<file path="config.mk">
export PLATFORM = sky130hd
export DESIGN_NAME = diff_change_command_parser_flat
export DESIGN_NICKNAME = d
export VERILOG_FILES = /design/src/rtl/dccp_pkg.sv /design/src/rtl/dccp_if.sv /design/src/rtl/diff_change_command_parser.sv /design/src/flat_wrapper.sv
export SDC_FILE = /design/constraint.sdc
export NUM_CORES = 1
export LEC_CHECK = 0
export ABC_AREA = 1
export BUFFER_PORTS_ARGS = -buffer_cell sky130_fd_sc_hd__buf_2
export CORE_UTILIZATION = 35
export CTS_CLUSTER_DIAMETER = 40
export CTS_CLUSTER_SIZE = 25
export DETAILED_ROUTE_END_ITERATION = 16
export SLEW_MARGIN = 5
export SYNTH_ARGS = -nofsm -noshare
export SYNTH_HDL_FRONTEND = slang
export SYNTH_SLANG_ARGS = --single-unit
export TNS_END_PERCENT = 5
</file>
<file path="constraint.sdc">
create_clock -name clock -period 4 [get_ports clock]
set_input_delay 0.6 -clock clock [delete_from_list [all_inputs] [get_ports clock]]
set_output_delay 0.6 -clock clock [all_outputs]
set_load 0.01 [all_outputs]
</file>
<file path="src/rtl/dccp_pkg.sv">
// ----------------------------------------------------------------------------
// dccp_pkg
// Types, character codes and helpers shared by the change command parser,
// its channel interfaces and its checker.
// ----------------------------------------------------------------------------
package dccp_pkg;

   // Width of the internal line number accumulators (saturating).
   localparam int NUM_WIDTH = 32;
   // Width of the line number fields of a result item.
   localparam int OUT_WIDTH = 32;
   localparam int CH_WIDTH  = 8;

   typedef logic [NUM_WIDTH-1:0] num_type;
   typedef logic [OUT_WIDTH-1:0] out_num_type;
   typedef logic [CH_WIDTH-1:0]  char_type;

   // Character codes used by the grammar.
   localparam char_type CH_NUL   = 8'h00;
   localparam char_type CH_TAB   = 8'h09;
   localparam char_type CH_SPACE = 8'h20;
   localparam char_type CH_COMMA = 8'h2C;
   localparam char_type CH_ZERO  = 8'h30;
   localparam char_type CH_NINE  = 8'h39;
   localparam char_type CH_A     = 8'h61;
   localparam char_type CH_C     = 8'h63;
   localparam char_type CH_D     = 8'h64;

   typedef enum logic [1:0] {
      OP_APPEND = 2'd0,
      OP_CHANGE = 2'd1,
      OP_DELETE = 2'd2,
      OP_BAD    = 2'd3
   } op_type;

   typedef enum logic [3:0] {
      PH_LEAD1 = 4'd0,
      PH_NUM1  = 4'd1,
      PH_AFT1  = 4'd2,
      PH_COM1  = 4'd3,
      PH_NUM1B = 4'd4,
      PH_LET   = 4'd5,
      PH_LEAD2 = 4'd6,
      PH_NUM2  = 4'd7,
      PH_AFT2  = 4'd8,
      PH_COM2  = 4'd9,
      PH_NUM2B = 4'd10,
      PH_DONE  = 4'd11,
      PH_ERR   = 4'd12
   } phase_type;

   // Low OUT_WIDTH bits of a line number, zero extended when narrower.
   function automatic out_num_type to_out(input num_type value);
      logic [63:0] wide;
      wide = 64'(value);
      return wide[OUT_WIDTH-1:0];
   endfunction

endpackage

</file>
<file path="src/rtl/dccp_if.sv">
// ----------------------------------------------------------------------------
// dccp_if
// Valid/ready channels of the change command parser: one for command
// characters and one for parsed commands.
// ----------------------------------------------------------------------------
interface dccp_req_if import dccp_pkg::*; ();
   logic     valid;
   logic     ready;
   char_type ch;
   logic     line_end;

   modport source (output valid, output ch, output line_end, input ready);
   modport sink   (input valid, input ch, input line_end, output ready);
endinterface

interface dccp_rsp_if import dccp_pkg::*; ();
   logic        valid;
   logic        ready;
   logic [1:0]  op_code;
   out_num_type from_first;
   out_num_type from_last;
   out_num_type to_first;
   out_num_type to_last;
   logic        overflow;

   modport source (output valid, output op_code, output from_first, output from_last,
                   output to_first, output to_last, output overflow, input ready);
   modport sink   (input valid, input op_code, input from_first, input from_last,
                   input to_first, input to_last, input overflow, output ready);
endinterface

</file>
<file path="src/rtl/diff_change_command_parser.sv">
// A line end item passes through the character register and then the result
// register, which holds its result until the result is taken.
// Throughput: one item per cycle. Characters keep flowing while a result
// waits; a line end that reaches a full result register waits in the
// character register and holds off input until the result is taken.
// Reset: synchronous, active high; it empties both registers and returns the
// parser to the start of a line.
// ----------------------------------------------------------------------------
// diff_change_command_parser
// Parses one normal-format diff change command ("first[,last]{a|c|d}
// first[,last]") one character per item and emits one parsed command per
// line end item.
// ----------------------------------------------------------------------------
module diff_change_command_parser import dccp_pkg::*; (
   input  logic       clock,
   input  logic       reset,
   dccp_req_if.sink   req_ch,
   dccp_rsp_if.source rsp_ch
);

   // The accepted item first lands in a character register. From there it
   // updates the parser state as it leaves that register. A character always moves
   // on; a line end item moves on only when the result register is free or
   // is being emptied in the same cycle.
   logic     in_valid_ff, in_valid_in;
   char_type in_ch_ff;
   logic     in_le_ff;

   logic     rsp_valid_ff, rsp_valid_in;
   op_type      rsp_op_ff, rsp_op_in;
   out_num_type rsp_from_first_ff, rsp_from_first_in;
   out_num_type rsp_from_last_ff, rsp_from_last_in;
   out_num_type rsp_to_first_ff, rsp_to_first_in;
   out_num_type rsp_to_last_ff, rsp_to_last_in;
   logic        rsp_overflow_ff, rsp_overflow_in;

   // Parser state.
   phase_type phase_ff, phase_in;
   num_type   acc_ff, acc_in;
   num_type   src_first_ff, src_first_in;
   num_type   src_last_ff, src_last_in;
   num_type   dst_first_ff, dst_first_in;
   op_type    op_ff, op_in;
   logic      sat_ff, sat_in;

   logic out_free;
   logic stage_fire;
   logic req_fire;

   assign out_free   = !rsp_valid_ff || rsp_ch.ready;
   assign stage_fire = in_valid_ff && (!in_le_ff || out_free);
   assign req_fire   = req_ch.valid && req_ch.ready;
   assign req_ch.ready = !in_valid_ff || stage_fire;

   assign in_valid_in = req_fire || (in_valid_ff && !stage_fire);

   // Character classes of the byte in the character register.
   logic       is_blank, is_digit, is_comma, is_nul, is_letter;
   op_type     letter_op;
   logic [3:0] digit;
   num_type    digit_num;

   always_comb begin
      is_blank  = (in_ch_ff == CH_SPACE) || (in_ch_ff == CH_TAB);
      is_digit  = (in_ch_ff >= CH_ZERO) && (in_ch_ff <= CH_NINE);
      is_comma  = (in_ch_ff == CH_COMMA);
      is_nul    = (in_ch_ff == CH_NUL);
      digit     = in_ch_ff[3:0];
      digit_num = NUM_WIDTH'(digit);
      is_letter = 1'b1;
      case (in_ch_ff)
         CH_A:    letter_op = OP_APPEND;
         CH_C:    letter_op = OP_CHANGE;
         CH_D:    letter_op = OP_DELETE;
         default: begin
            letter_op = OP_BAD;
            is_letter = 1'b0;
         end
      endcase
   end

   // Multiply-by-ten and add the digit. The product is four bits wider than
   // the accumulator, so any carry into those bits means the value would
   // pass the maximum; it then sticks at all ones and flags the overflow.
   logic [NUM_WIDTH+3:0] acc_wide;
   logic [NUM_WIDTH+3:0] acc_times_ten;
   logic                 mac_sat;
   num_type              acc_mac;

   always_comb begin
      acc_wide      = {4'b0000, acc_ff};
      acc_times_ten = (acc_wide << 3) + (acc_wide << 1) + (NUM_WIDTH+4)'(digit);
      mac_sat       = (acc_times_ten[NUM_WIDTH+3:NUM_WIDTH] != 4'b0000);
      acc_mac       = mac_sat ? {NUM_WIDTH{1'b1}} : acc_times_ten[NUM_WIDTH-1:0];
   end

   // End of the command text, either a line end or a NUL byte. Only a line
   // that has at least its target number complete is accepted.
   phase_type fin_phase;
   num_type   fin_acc;
   num_type   fin_dst;

   always_comb begin
      fin_acc = acc_ff;
      fin_dst = dst_first_ff;
      case (phase_ff)
         PH_NUM2: begin
            fin_dst   = acc_ff;
            fin_phase = PH_DONE;
         end
         PH_AFT2: begin
            fin_acc   = dst_first_ff;
            fin_phase = PH_DONE;
         end
         PH_NUM2B, PH_DONE: fin_phase = PH_DONE;
         default: fin_phase = PH_ERR;
      endcase
   end

   // Next parser state and result.
   always_comb begin
      phase_in     = phase_ff;
      acc_in       = acc_ff;
      src_first_in = src_first_ff;
      src_last_in  = src_last_ff;
      dst_first_in = dst_first_ff;
      op_in        = op_ff;
      sat_in       = sat_ff;

      rsp_valid_in      = rsp_valid_ff && !rsp_ch.ready;
      rsp_op_in         = rsp_op_ff;
      rsp_from_first_in = rsp_from_first_ff;
      rsp_from_last_in  = rsp_from_last_ff;
      rsp_to_first_in   = rsp_to_first_ff;
      rsp_to_last_in    = rsp_to_last_ff;
      rsp_overflow_in   = rsp_overflow_ff;

      if (stage_fire) begin
         if (in_le_ff) begin
            // Emit the result of the line and get ready for the next one.
            rsp_valid_in = 1'b1;
            if (fin_phase == PH_DONE) begin
               rsp_op_in         = op_ff;
               rsp_from_first_in = to_out(src_first_ff);
               rsp_from_last_in  = to_out(src_last_ff);
               rsp_to_first_in   = to_out(fin_dst);
               rsp_to_last_in    = to_out(fin_acc);
               rsp_overflow_in   = sat_ff;
            end else begin
               rsp_op_in         = OP_BAD;
               rsp_from_first_in = '0;
               rsp_from_last_in  = '0;
               rsp_to_first_in   = '0;
               rsp_to_last_in    = '0;
               rsp_overflow_in   = 1'b0;
            end
            phase_in     = PH_LEAD1;
            acc_in       = '0;
            src_first_in = '0;
            src_last_in  = '0;
            dst_first_in = '0;
            op_in        = OP_BAD;
            sat_in       = 1'b0;
         end else if (is_nul) begin
            // A NUL byte closes the command early; later bytes are ignored.
            phase_in     = fin_phase;
            acc_in       = fin_acc;
            dst_first_in = fin_dst;
         end else begin
            case (phase_ff)
               PH_LEAD1: begin
                  if (is_digit) begin
                     acc_in   = digit_num;
                     phase_in = PH_NUM1;
                  end else if (!is_blank) begin
                     phase_in = PH_ERR;
                  end
               end
               PH_NUM1: begin
                  if (is_digit) begin
                     acc_in = acc_mac;
                     sat_in = sat_ff | mac_sat;
                  end else begin
                     src_first_in = acc_ff;
                     if (is_blank) begin
                        phase_in = PH_AFT1;
                     end else if (is_comma) begin
                        phase_in = PH_COM1;
                     end else if (is_letter) begin
                        src_last_in = acc_ff;
                        op_in       = letter_op;
                        phase_in    = PH_LEAD2;
                     end else begin
                        phase_in = PH_ERR;
                     end
                  end
               end
               PH_AFT1: begin
                  if (is_comma) begin
                     phase_in = PH_COM1;
                  end else if (is_letter) begin
                     src_last_in = src_first_ff;
                     op_in       = letter_op;
                     phase_in    = PH_LEAD2;
                  end else if (!is_blank) begin
                     phase_in = PH_ERR;
                  end
               end
               PH_COM1: begin
                  if (is_digit) begin
                     acc_in   = digit_num;
                     phase_in = PH_NUM1B;
                  end else begin
                     phase_in = PH_ERR;
                  end
               end
               PH_NUM1B: begin
                  if (is_digit) begin
                     acc_in = acc_mac;
                     sat_in = sat_ff | mac_sat;
                  end else begin
                     src_last_in = acc_ff;
                     if (is_blank) begin
                        phase_in = PH_LET;
                     end else if (is_letter) begin
                        op_in    = letter_op;
                        phase_in = PH_LEAD2;
                     end else begin
                        phase_in = PH_ERR;
                     end
                  end
               end
               PH_LET: begin
                  if (is_letter) begin
                     op_in    = letter_op;
                     phase_in = PH_LEAD2;
                  end else if (!is_blank) begin
                     phase_in = PH_ERR;
                  end
               end
               PH_LEAD2: begin
                  if (is_digit) begin
                     acc_in   = digit_num;
                     phase_in = PH_NUM2;
                  end else if (!is_blank) begin
                     phase_in = PH_ERR;
                  end
               end
               PH_NUM2: begin
                  if (is_digit) begin
                     acc_in = acc_mac;
                     sat_in = sat_ff | mac_sat;
                  end else begin
                     dst_first_in = acc_ff;
                     if (is_blank) begin
                        phase_in = PH_AFT2;
                     end else if (is_comma) begin
                        phase_in = PH_COM2;
                     end else begin
                        phase_in = PH_DONE;
                     end
                  end
               end
               PH_AFT2: begin
                  if (is_comma) begin
                     phase_in = PH_COM2;
                  end else if (!is_blank) begin
                     // Any other byte ends the command with a single target line.
                     acc_in   = dst_first_ff;
                     phase_in = PH_DONE;
                  end
               end
               PH_COM2: begin
                  if (is_digit) begin
                     acc_in   = digit_num;
                     phase_in = PH_NUM2B;
                  end else begin
                     phase_in = PH_ERR;
                  end
               end
               PH_NUM2B: begin
                  if (is_digit) begin
                     acc_in = acc_mac;
                     sat_in = sat_ff | mac_sat;
                  end else begin
                     phase_in = PH_DONE;
                  end
               end
               default: begin
                  // A finished or broken command ignores the rest of its line.
                  phase_in = phase_ff;
               end
            endcase
         end
      end
   end

   always_ff @(posedge clock) begin
      if (reset) begin
         in_valid_ff  <= 1'b0;
         rsp_valid_ff <= 1'b0;
         phase_ff     <= PH_LEAD1;
         acc_ff       <= '0;
         src_first_ff <= '0;
         src_last_ff  <= '0;
         dst_first_ff <= '0;
         sat_ff       <= 1'b0;
         op_ff        <= OP_BAD;
      end else begin
         in_valid_ff  <= in_valid_in;
         rsp_valid_ff <= rsp_valid_in;
         phase_ff     <= phase_in;
         acc_ff       <= acc_in;
         src_first_ff <= src_first_in;
         src_last_ff  <= src_last_in;
         dst_first_ff <= dst_first_in;
         sat_ff       <= sat_in;
         op_ff        <= op_in;
      end
   end

   always_ff @(posedge clock) begin
      if (req_fire) begin
         in_ch_ff <= req_ch.ch;
         in_le_ff <= req_ch.line_end;
      end
      rsp_op_ff         <= rsp_op_in;
      rsp_from_first_ff <= rsp_from_first_in;
      rsp_from_last_ff  <= rsp_from_last_in;
      rsp_to_first_ff   <= rsp_to_first_in;
      rsp_to_last_ff    <= rsp_to_last_in;
      rsp_overflow_ff   <= rsp_overflow_in;
   end

   assign rsp_ch.valid      = rsp_valid_ff;
   assign rsp_ch.op_code    = rsp_op_ff;
   assign rsp_ch.from_first = rsp_from_first_ff;
   assign rsp_ch.from_last  = rsp_from_last_ff;
   assign rsp_ch.to_first   = rsp_to_first_ff;
   assign rsp_ch.to_last    = rsp_to_last_ff;
   assign rsp_ch.overflow   = rsp_overflow_ff;

endmodule

</file>
<file path="src/flat_wrapper.sv">
// flat-port wrapper written by rule: the top's interface ports become plain ports
module diff_change_command_parser_flat import dccp_pkg::*;
  (clock, reset, req_ch_valid, req_ch_ch, req_ch_line_end, req_ch_ready, rsp_ch_valid, rsp_ch_op_code, rsp_ch_from_first, rsp_ch_from_last, rsp_ch_to_first, rsp_ch_to_last, rsp_ch_overflow, rsp_ch_ready);
  dccp_req_if req_ch_i ();
  dccp_rsp_if rsp_ch_i ();
  input  logic clock;
  input  logic reset;
  input wire logic [$bits(req_ch_i.valid)-1:0] req_ch_valid;
  input wire logic [$bits(req_ch_i.ch)-1:0] req_ch_ch;
  input wire logic [$bits(req_ch_i.line_end)-1:0] req_ch_line_end;
  output wire logic [$bits(req_ch_i.ready)-1:0] req_ch_ready;
  output wire logic [$bits(rsp_ch_i.valid)-1:0] rsp_ch_valid;
  output wire logic [$bits(rsp_ch_i.op_code)-1:0] rsp_ch_op_code;
  output wire logic [$bits(rsp_ch_i.from_first)-1:0] rsp_ch_from_first;
  output wire logic [$bits(rsp_ch_i.from_last)-1:0] rsp_ch_from_last;
  output wire logic [$bits(rsp_ch_i.to_first)-1:0] rsp_ch_to_first;
  output wire logic [$bits(rsp_ch_i.to_last)-1:0] rsp_ch_to_last;
  output wire logic [$bits(rsp_ch_i.overflow)-1:0] rsp_ch_overflow;
  input wire logic [$bits(rsp_ch_i.ready)-1:0] rsp_ch_ready;
  assign req_ch_i.valid = req_ch_valid;
  assign req_ch_i.ch = req_ch_ch;
  assign req_ch_i.line_end = req_ch_line_end;
  assign req_ch_ready = req_ch_i.ready;
  assign rsp_ch_valid = rsp_ch_i.valid;
  assign rsp_ch_op_code = rsp_ch_i.op_code;
  assign rsp_ch_from_first = rsp_ch_i.from_first;
  assign rsp_ch_from_last = rsp_ch_i.from_last;
  assign rsp_ch_to_first = rsp_ch_i.to_first;
  assign rsp_ch_to_last = rsp_ch_i.to_last;
  assign rsp_ch_overflow = rsp_ch_i.overflow;
  assign rsp_ch_i.ready = rsp_ch_ready;
  diff_change_command_parser u_core (.clock(clock), .reset(reset), .req_ch(req_ch_i), .rsp_ch(rsp_ch_i));
endmodule
</file>
==> impl_metrics.json, run 1 <==
{
  "io_pins": 146,
  "grt_pass1_vias": 12900,
  "use_met1_pct": 29.9,
  "crit_type": "flop to flop",
  "synth.cell_area_mm2": 0.0152,
  "yosys.area.top_type_share_pct": 27.6,
  "drtPass1Iterations": 8,
  "min_from": "req_ch_ch[4]",
  "crit_top_cell": "nand2_1",
  "hpwl_mm": 33.4,
  "min_path_cells": 1,
  "placed_area_mm2": 0.0166,
  "vias": 13900,
  "row_count": 76,
  "synthToLayoutAreaGrowth_pct": 16.8,
  "grt-busiest-layer": "met2",
  "critical_path_buf_inv_count": 3,
  "relSlewSlack_pct": 19.1,
  "synthCells": 2006,
  "r2r_start": "u_core.in_ch_ff[3]$_DFFE_PP_",
  "p_per_area_mw_per_mm2": 402,
  "worstHoldPathType": "input port to flop",
  "overflow": 0,
  "setup_viol": 0,
  "final_cell_area_mm2": 0.0178,
  "postSynthAreaPerCell_um2": 7.58,
  "synthArstFlopShare_pct": 0,
  "drive_gt1_share_pct": 13.1,
  "cts_tree": "done",
  "arrival_ns": 3.96,
  "cts.sinks": 277,
  "setup_tns_ns": 0,
  "dp_slack_ns": 0.485,
  "syn_nets": 2084,
  "max_stage_delay_ns": 0.56,
  "grt_pass1_wl_mm": 72.5,
  "final_common_cell": "nand2_1",
  "r2r_slack_ns": 0.43,
  "worst_slack_ns": 0.431,
  "layout_common_cells": "nand2_1, a21oi_1, inv_1, nor2_1, o21ai_0",
  "cts_setup_buffers": 0,
  "fin_skew_ns": 0.0340,
  "clk_pin_slew_ns": 0.06,
  "clk_latency_ns": 0.53,
  "cts_buffer_depth": 3,
  "portBuffers": 145,
  "ff2ff_path_depth": 20,
  "endpoint_kind": "flop",
  "critPathMaxFanout": 20,
  "fp.dieW_um": 210,
  "rsz0062_at_grt": "no",
  "timing.fmax_ghz": 0.280,
  "cpMaxStageDelayCell": "fa_1",
  "die_area_mm2": 0.0443,
  "place_congestion": 0.981,
  "leakage_nw": 7.56,
  "fillCellCount": 4448,
  "initial_core_util_pct": 35.4,
  "drv.max_cap_violation_count": 0,
  "yosys_warnings": 0,
  "grt_usage_pct": 20.6,
  "synthFlopType": "edfxtp_1",
  "wl_per_cell_um": 17.0,
  "ir_drop_mv": 0.260,
  "yosysSeqAreaShare_pct": 45.7,
  "critPathRequiredTime_ns": 4.39,
  "worstMarginPinSlew_ns": 1.21,
  "antenna_found_initial": 0,
  "multi_input_area_mm2": 0.00684,
  "antenna_left": 0,
  "finalHoldViolCount": 0,
  "ys_seq_elements": 277,
  "maxSlewViolCount": 0,
  "path_delay_family": "simple AND/OR/NAND/NOR gates",
  "seqCellArea_mm2": 0.00695,
  "synth_edf_count": 140,
  "r2r-end": "u_core.acc_ff[31]$_SDFFE_PP0P_",
  "viasPerCell": 5.08,
  "hold_path_end": "u_core.in_ch_ff[4]$_DFFE_PP_",
  "cts_hold_buffers": 0,
  "start_kind": "flop",
  "core_mm2": 0.0430,
  "cts-htree-levels": 2,
  "remaining_drc_errors": 0,
  "wirelength_mm": 46.3,
  "fin_hold_ws_ns": 0.242,
  "synthTopCellsByArea": "edfxtp_1, dfxtp_1, nand2_1, a21oi_1, inv_1",
  "crit_chain": "fa_1 > inv_1 > fa_1 > inv_1 > nand2_1 > nand2_1 > nand3_1 > nand2_1 > nand2_1 > nand2_1 > nand2_1 > nand3_1 > nand2_1 > nor2_1 > nand2_1 > nand2_2 > buf_12 > o21ai_1 > o21bai_1 > a21oi_1",
  "grt_max_degree": 107,
  "drt_iter0_drc": 1266,
  "nNetsFinal": 2198,
  "met3_usage_pct": 2.86,
  "synth_top_cell_by_area": "edfxtp_1",
  "use_met2_pct": 31.4,
  "power_w": 0.00715,
  "status": "finished clean",
  "clockRootBuffer": "clkbuf_16",
  "fin_crit_sh_pct": 89.2,
  "ys_types": 47,
  "postCtsResizedCells": 0,
  "finalCriticalPeriod_ns": 3.57,
  "cts_buffers": 36,
  "die_height_um": 210,
  "num_antenna_cells": 0
}
[synth_stat cells, types with 4 or more instances]
cell type and number:
a211oi_1 4, a21oi_1 267, a31oi_1 6, buf_1 7, buf_2 26, clkbuf_1 69
dfxtp_1 137, edfxtp_1 140, ha_1 63, inv_1 259, inv_2 11, nand2_1 415
nand2_2 7, nand3_1 75, nor2_1 211, nor2_2 4, nor2_4 4, nor3_1 12
o211ai_1 12, o21a_1 20, o21ai_0 177, o21ai_1 20, o21bai_1 5, o22ai_1 14
xnor2_1 6, xor2_1 6
[worst max-delay path by stage]
| stage | startpoint | end | slack (ns) | cells after the start |
|---|---|---|---|---|
| CTS | u_core.in_ch_ff[3]$_DFFE_PP_ | u_core.acc_ff[31]$_SDFFE_PP0P_ | 0.45 | 20 |
| floorplan | rsp_ch_ready | u_core.rsp_ch.from_first[0]$_SDFFCE_PP0P_ | 0.42 | 6 |
| detailed placement | u_core.in_ch_ff[3]$_DFFE_PP_ | u_core.acc_ff[31]$_SDFFE_PP0P_ | 0.48 | 20 |
| global placement | u_core.in_ch_ff[3]$_DFFE_PP_ | u_core.acc_ff[31]$_SDFFE_PP0P_ | 0.56 | 20 |
| global route | u_core.in_ch_ff[3]$_DFFE_PP_ | u_core.acc_ff[26]$_SDFFE_PP0P_ | 0.22 | 21 |
| finish | u_core.in_ch_ff[3]$_DFFE_PP_ | u_core.acc_ff[31]$_SDFFE_PP0P_ | 0.43 | 20 |
[per-stage QoR]
stage	instances	utilization (%)
after floorplan	2006	-
after global placement	2667	38.5
after detailed placement	2667	38.5
after CTS	2732	41.4
after global routing	2732	41.4
final	2732	41.4
[cell type report]
class | count | area share [%]
clock buffer | 40 | 5.21
clock inverter | 25 | 1.58
inverter | 270 | 5.72
multi-input combinational | 1356 | 38.5
sequential | 277 | 39.1
tap | 585 | 4.12
timing repair buffer | 179 | 5.80
[cells by family (layout without fill, tap and decap cells)]
group / Yosys count / count (layout) / share of synthesized area [%]
XOR/XNOR: 12 / 12 / 0.691
AO/OA/AOI/OAI: 534 / 534 / 18.6
adder cells (fa/ha/maj): 65 / 65 / 5.44
flip-flops: 277 / 277 / 45.7
AND/OR/NAND/NOR: 745 / 745 / 20.1
buffers and inverters: 373 / 514 / 9.47
[power by group]
group	internal [W]	leakage [nW]	total [W]	switching, W
combinational	0.000226	4.53	0.000741	0.000515
sequential	0.00307	2.44	0.00315	0.0000775
clock	0.00192	0.586	0.00326	0.00134
[state kept, by name, indices dropped and copies added (netlist names)]
| register | count |
|---|---|
| u_core.rsp_ch.to_last | 32 |
| u_core.rsp_ch.op_code | 2 |
| u_core.acc_ff | 32 |
| u_core.phase_ff | 4 |
| u_core.rsp_ch.from_last | 32 |
| u_core.rsp_ch.to_first | 32 |
| u_core.sat_ff | 1 |
| u_core.rsp_ch.valid | 1 |
| u_core.src_first_ff | 32 |
| u_core.dst_first_ff | 32 |
| u_core.rsp_ch.overflow | 1 |
| u_core.in_valid_ff | 1 |
| u_core.rsp_ch.from_first | 32 |
| u_core.op_ff | 2 |
| u_core.in_ch_ff | 8 |
| u_core.src_last_ff | 32 |
| u_core.in_le_ff | 1 |
[metal layers]
| layer | share of wire, % | vias to the layer above |
|---|---|---|
| met5 | 0 | - |
| met4 | 2.7 | 0 |
| met3 | 5.7 | 66 |
| met2 | 44 | 447 |
| met1 | 48 | 6508 |
| li1 | - | 6860 |
(Power assumes the default switching activity.)
==> inputs of run 2 (changes only) <==
==> constraint.sdc (replaced) <==
create_clock -name clock -period 4 [get_ports clock]
set_input_delay 1 -clock clock [delete_from_list [all_inputs] [get_ports clock]]
set_output_delay 1 -clock clock [all_outputs]
set_load 0.01 [all_outputs]
==> run 2 against run 1 <==
  * Clock power is 5% lower
  * Power down 2.5%
  * Clock skew decreased by 0.0050 ns
  * Register-to-register slack better by 0.04 ns
  * Via count up 0.27%
  * Combinational power about the same
  * Largest cell class unchanged
==> impl_metrics.json, run 2 (synthesis gave the netlist of run 1 again) <==
{
  "status": "finished clean",
  "wl_met1_mm": 22.0,
  "die_area_mm2": 0.0443,
  "worstMarginPinSlew_ns": 1.11,
  "viasPerCell": 5.10,
  "top_layer": "met4",
  "crit_top_cell": "nand2_1",
  "placed_area_mm2": 0.0166,
  "p_per_area_mw_per_mm2": 394,
  "cts-htree-levels": 2,
  "critPathRequiredTime_ns": 4.39,
  "cts_buffer_depth": 3,
  "wl_met3_mm": 2.88,
  "rsz0062_at_grt": "no",
  "finalCriticalPeriod_ns": 3.53,
  "ff2ff_path_depth": 20,
  "remaining_drc_errors": 0,
  "final_common_cell": "nand2_1",
  "relSlewSlack_pct": 26.0,
  "grt_max_degree": 107,
  "max_stage_delay_ns": 0.56,
  "grt_pass1_vias": 13000,
  "ir_drop_mv": 0.271,
  "dr_wl_met2_mm": 20.2,
  "setup_tns_ns": 0,
  "fin_crit_sh_pct": 88.1,
  "crit_type": "flop to flop",
  "crit_chain": "fa_1 > inv_1 > fa_1 > inv_1 > nand2_1 > nand2_1 > nand3_1 > nand2_1 > nand2_1 > nand2_1 > nand2_1 > nand3_1 > nand2_1 > nor2_1 > nand2_1 > nand2_2 > buf_12 > o21ai_1 > o21bai_1 > a21oi_1",
  "synthToLayoutAreaGrowth_pct": 16.4,
  "endpoint_kind": "flop",
  "cts.sinks": 277,
  "hpwl_mm": 33.3,
  "num_antenna_cells": 0,
  "antenna_found_initial": 0,
  "drtPass1Iterations": 5,
  "final_cell_area_mm2": 0.0177,
  "die_height_um": 210,
  "drt_iter0_drc": 1109,
  "place_congestion": 0.984,
  "row_count": 76,
  "layout_common_cells": "nand2_1, a21oi_1, inv_1, nor2_1, o21ai_0",
  "cts_buffers": 35,
  "wirelength_mm": 46.1,
  "drive_gt1_share_pct": 12.9,
  "nNetsFinal": 2196,
  "clk_latency_ns": 0.53,
  "start_kind": "flop",
  "cts_tree": "done",
  "postCtsResizedCells": 0,
  "fin_skew_ns": 0.0290,
  "timing.fmax_ghz": 0.284,
  "cts_setup_buffers": 0,
  "finalHoldViolCount": 0,
  "vias": 13900,
  "wl_per_cell_um": 16.9,
  "setup_viol": 0,
  "drv.max_cap_violation_count": 0,
  "min_path_cells": 2,
  "maxSlewViolCount": 0,
  "critPathMaxFanout": 20,
  "portBuffers": 145,
  "arrival_ns": 3.92,
  "clk_pin_slew_ns": 0.06,
  "clockRootBuffer": "clkbuf_16",
  "fp.dieW_um": 210,
  "overflow": 0,
  "cpMaxStageDelayCell": "fa_1",
  "initial_core_util_pct": 35.4,
  "leakage_nw": 7.53,
  "cts_hold_buffers": 0,
  "io_pins": 146,
  "grt_pass1_wl_mm": 72.4,
  "antenna_left": 0,
  "worstHoldPathType": "flop to flop",
  "grt_usage_pct": 20.5,
  "core_mm2": 0.0430
}
run 2: cell count changes in the layout (fill, tap and decap cells not counted):
cell        delta
buf_4          -2
bufinv_16      -2
inv_8          -1
buf_12         +1
clkinvlp_4     -2
inv_6          -2
clkinv_1       +1
clkinv_4       +3
clkbuf_1       +2
run 2: critical path: cells and delay by family (launching register included):
kind | cells | cell delay [ns]
and+or+nand+nor | 12 | 1.29
adders and majority gates | 2 | 0.97
DFF | 1 | 0.50
buffers and inverters | 3 | 0.35
AOI/OAI and AO/OA | 3 | 0.27
run 2: cell type report:
cell class	count	area, um^2
fill	4414	25300
sequential	277	6950
multi-input combinational	1356	6840
timing repair buffer	178	1040
inverter	270	1020
clock buffer	42	933
tap	585	732
clock inverter	22	208
run 2: per-layer routing:
layer,global-route usage [%],vias to the layer above
met5,0,-
met1,29.5,6523
li1,-,6855
met2,32.0,477
met4,5.85,0
met3,2.85,64
run 2: path summary, 6_finish.rpt:
path | slack, ns | from | endpoint
worst min-delay path | 0.45 | u_core.src_last_ff[11]$_SDFFE_PP0P_ | u_core.src_last_ff[11]$_SDFFE_PP0P_
worst min register to register | 0.45 | u_core.src_last_ff[11]$_SDFFE_PP0P_ | u_core.src_last_ff[11]$_SDFFE_PP0P_
worst max register to register | 0.47 | u_core.in_ch_ff[3]$_DFFE_PP_ | u_core.acc_ff[31]$_SDFFE_PP0P_
worst max-delay path | 0.47 | u_core.in_ch_ff[3]$_DFFE_PP_ | u_core.acc_ff[31]$_SDFFE_PP0P_
run 2: where the power goes:
part / switching (W) / internal [W]
combinational: 0.000511 / 0.000228
sequential: 0.0000806 / 0.00307
clock: 0.00131 / 0.00178
run 2: metrics by stage:
step / setup WS [ns] / std cells / total power, W / utilization [%] / hold WS [ns]
6_report: 0.475 / 2730 / 0.00697 / 41.2 / 0.453
5_1_grt: 0.178 / 2730 / 0.00724 / 41.2 / 0.466
4_1_cts: 0.485 / 2730 / 0.00701 / 41.2 / 0.452
3_5_place_dp: 0.515 / 2666 / 0.00394 / 38.6 / 0.441
3_3_place_gp: 0.539 / 2666 / 0.00393 / 38.6 / 0.439
2_1_floorplan: 0.0229 / 2006 / 0.00369 / - / 0.427
==> inputs of run 3 (changes only) <==
--- a/config.mk
+++ b/config.mk
@@ -12,5 +12,5 @@
 export CTS_CLUSTER_SIZE = 25
 export DETAILED_ROUTE_END_ITERATION = 16
-export SLEW_MARGIN = 5
+export SLEW_MARGIN = 30
 export SYNTH_ARGS = -nofsm -noshare
 export SYNTH_HDL_FRONTEND = slang
==> constraint.sdc (replaced) <==
create_clock -name clock -period 4 [get_ports clock]
set_input_delay 0.4 -clock clock [delete_from_list [all_inputs] [get_ports clock]]
set_output_delay 0.4 -clock clock [all_outputs]
set_load 0.01 [all_outputs]
==> run 3 against run 2 <==
  * Clock skew fell by 0.0031 ns
  * Cell area rose by 0.47%
  * Critical path type unchanged
  * Via count fell by 0.80%
  * Sequential power barely moved
  * Count of clock-buffer cells in the layout fell by 3
  * Worst hold slack got worse by 0.40 ns
  * Sequential share of layout area fell by 0.18 points
  * Global-route usage rose by 0.27 points
==> impl_metrics.json, run 3 (synthesis gave the netlist of run 1 again) <==
{
  "cts_tree": "done",
  "finalCriticalPeriod_ns": 3.62,
  "drv.max_cap_violation_count": 0,
  "dpl.cell_count": 2667,
  "core_mm2": 0.0430,
  "power_w": 0.00718,
  "die_height_um": 210,
  "antenna_left": 0,
  "portBuffers": 145,
  "row_count": 76,
  "die_area_mm2": 0.0443,
  "fin_crit_sh_pct": 90.5,
  "status": "finished clean",
  "antenna_found_initial": 0,
  "wl_per_cell_um": 17.0,
  "worstMarginPinSlew_ns": 0.841,
  "drtPass1Iterations": 5,
  "final_common_cell": "nand2_1",
  "start_kind": "flop",
  "fin_skew_ns": 0.0259,
  "fin_hold_ws_ns": 0.0528,
  "cts.sinks": 277,
  "grt_max_degree": 88,
  "postCtsResizedCells": 0,
  "ir_drop_mv": 0.268,
  "layout_common_cells": "nand2_1, a21oi_1, inv_1, nor2_1, o21ai_0",
  "setup_tns_ns": 0,
  "drive_gt1_share_pct": 13.2,
  "overflow": 0,
  "stdcell_count": 2732,
  "grt_pass1_wl_mm": 73.1,
  "seqCellArea_mm2": 0.00695,
  "cts_buffers": 36,
  "finalHoldViolCount": 0,
  "setup_viol": 0,
  "critPathMaxFanout": 32,
  "p_per_area_mw_per_mm2": 404,
  "rsz0062_at_grt": "no",
  "crit_type": "flop to flop",
  "fillCellCount": 4408,
  "io_pins": 146,
  "worstHoldPathType": "input port to flop",
  "synthToLayoutAreaGrowth_pct": 17.0,
  "hpwl_mm": 33.8,
  "wirelength_mm": 46.4,
  "initial_core_util_pct": 35.4,
  "viasPerCell": 5.05,
  "critPathRequiredTime_ns": 4.38,
  "maxSlewViolCount": 0,
  "place_congestion": 0.949,
  "drt_iter0_drc": 1131,
  "relSlewSlack_pct": 43.9,
  "cts_hold_buffers": 0,
  "multi_input_area_mm2": 0.00684,
  "cts-htree-levels": 2,
  "clk_latency_ns": 0.53,
  "nNetsFinal": 2198,
  "cts_setup_buffers": 0,
  "num_antenna_cells": 0,
  "clockRootBuffer": "clkbuf_16",
  "grt_pass1_vias": 13200,
  "remaining_drc_errors": 0,
  "arrival_ns": 4.00,
  "timing.fmax_ghz": 0.276,
  "clk_pin_slew_ns": 0.06,
  "vias": 13800,
  "leakage_nw": 7.56,
  "fp.dieW_um": 210,
  "grt_usage_pct": 20.8,
  "cts_buffer_depth": 3,
  "endpoint_kind": "flop"
}
run 3: changes by cell type in the layout (fill, tap and decap cells not counted), moves of 2 or more:
cell        delta
bufinv_16      +2
clkinv_2       -2
clkbuf_1       -4
clkinv_4       -5
inv_8          +2
buf_4          +2
inv_6          +3
clkinvlp_4     +2
run 3: per-layer routing:
layer	track usage (%)	up-vias	routed length [um]	share of wire (%)
li1	-	6847	-	-
met1	29.6	6451	21900	47
met2	32.7	434	20900	45
met3	2.68	76	2490	5.4
met4	6.40	0	1070	2.3
met5	0	-	0	0
run 3: critical path: stages, from the launching register on:
cell      delay [ns]
edfxtp_1        0.49
fa_1            0.55
inv_1           0.06
fa_1            0.42
inv_1           0.08
nand2_1         0.07
nand2_1         0.11
nand3_1         0.08
nand2_1         0.13
nand2_1         0.07
nand2_1         0.16
nand2_1         0.09
nand3_1         0.08
nand2_1         0.06
nor2_1          0.08
nand2_1         0.09
nand2_2         0.06
buf_4           0.40
nand2_1         0.12
nand2_1         0.08
nand2_1         0.05
nand2_1         0.08
a21oi_1         0.06
run 3: final cells by class:
type	instances	area share, %
Timing Repair Buffer	179	5.79
Inverter	270	5.72
Sequential cell	277	39.0
Multi-Input combinational cell	1356	38.4
Clock inverter	26	1.67
Clock buffer	39	5.24
Tap cell	585	4.11
run 3: metrics by stage:
step	utilization (%)	worst slack [ns]	area [um^2]
after global placement	38.6	0.531	16600
after detailed placement	38.6	0.421	16600
after global routing	41.4	0.0172	17800
final	41.4	0.379	17800
after floorplan	-	0.0135	15200
after CTS	41.4	0.427	17800
run 3: final timing paths:
kind | slack (ns) | cells past startpoint | startpoint | endpoint
min reg2reg | 0.46 | 2 | u_core.src_last_ff[17]$_SDFFE_PP0P_ | u_core.src_last_ff[17]$_SDFFE_PP0P_
min | 0.05 | 1 | req_ch_ch[5] | u_core.in_ch_ff[5]$_DFFE_PP_
max reg2reg | 0.38 | 22 | u_core.in_ch_ff[3]$_DFFE_PP_ | u_core.acc_ff[3]$_SDFFE_PP0P_
max | 0.38 | 22 | u_core.in_ch_ff[3]$_DFFE_PP_ | u_core.acc_ff[3]$_SDFFE_PP0P_
run 3: where the power goes:
part	internal, W	total (W)	leakage, nW	switching (W)
Combinational	0.000228	0.000743	4.53	0.000514
Clock	0.00194	0.00329	0.591	0.00135
Sequential	0.00307	0.00315	2.44	0.0000802
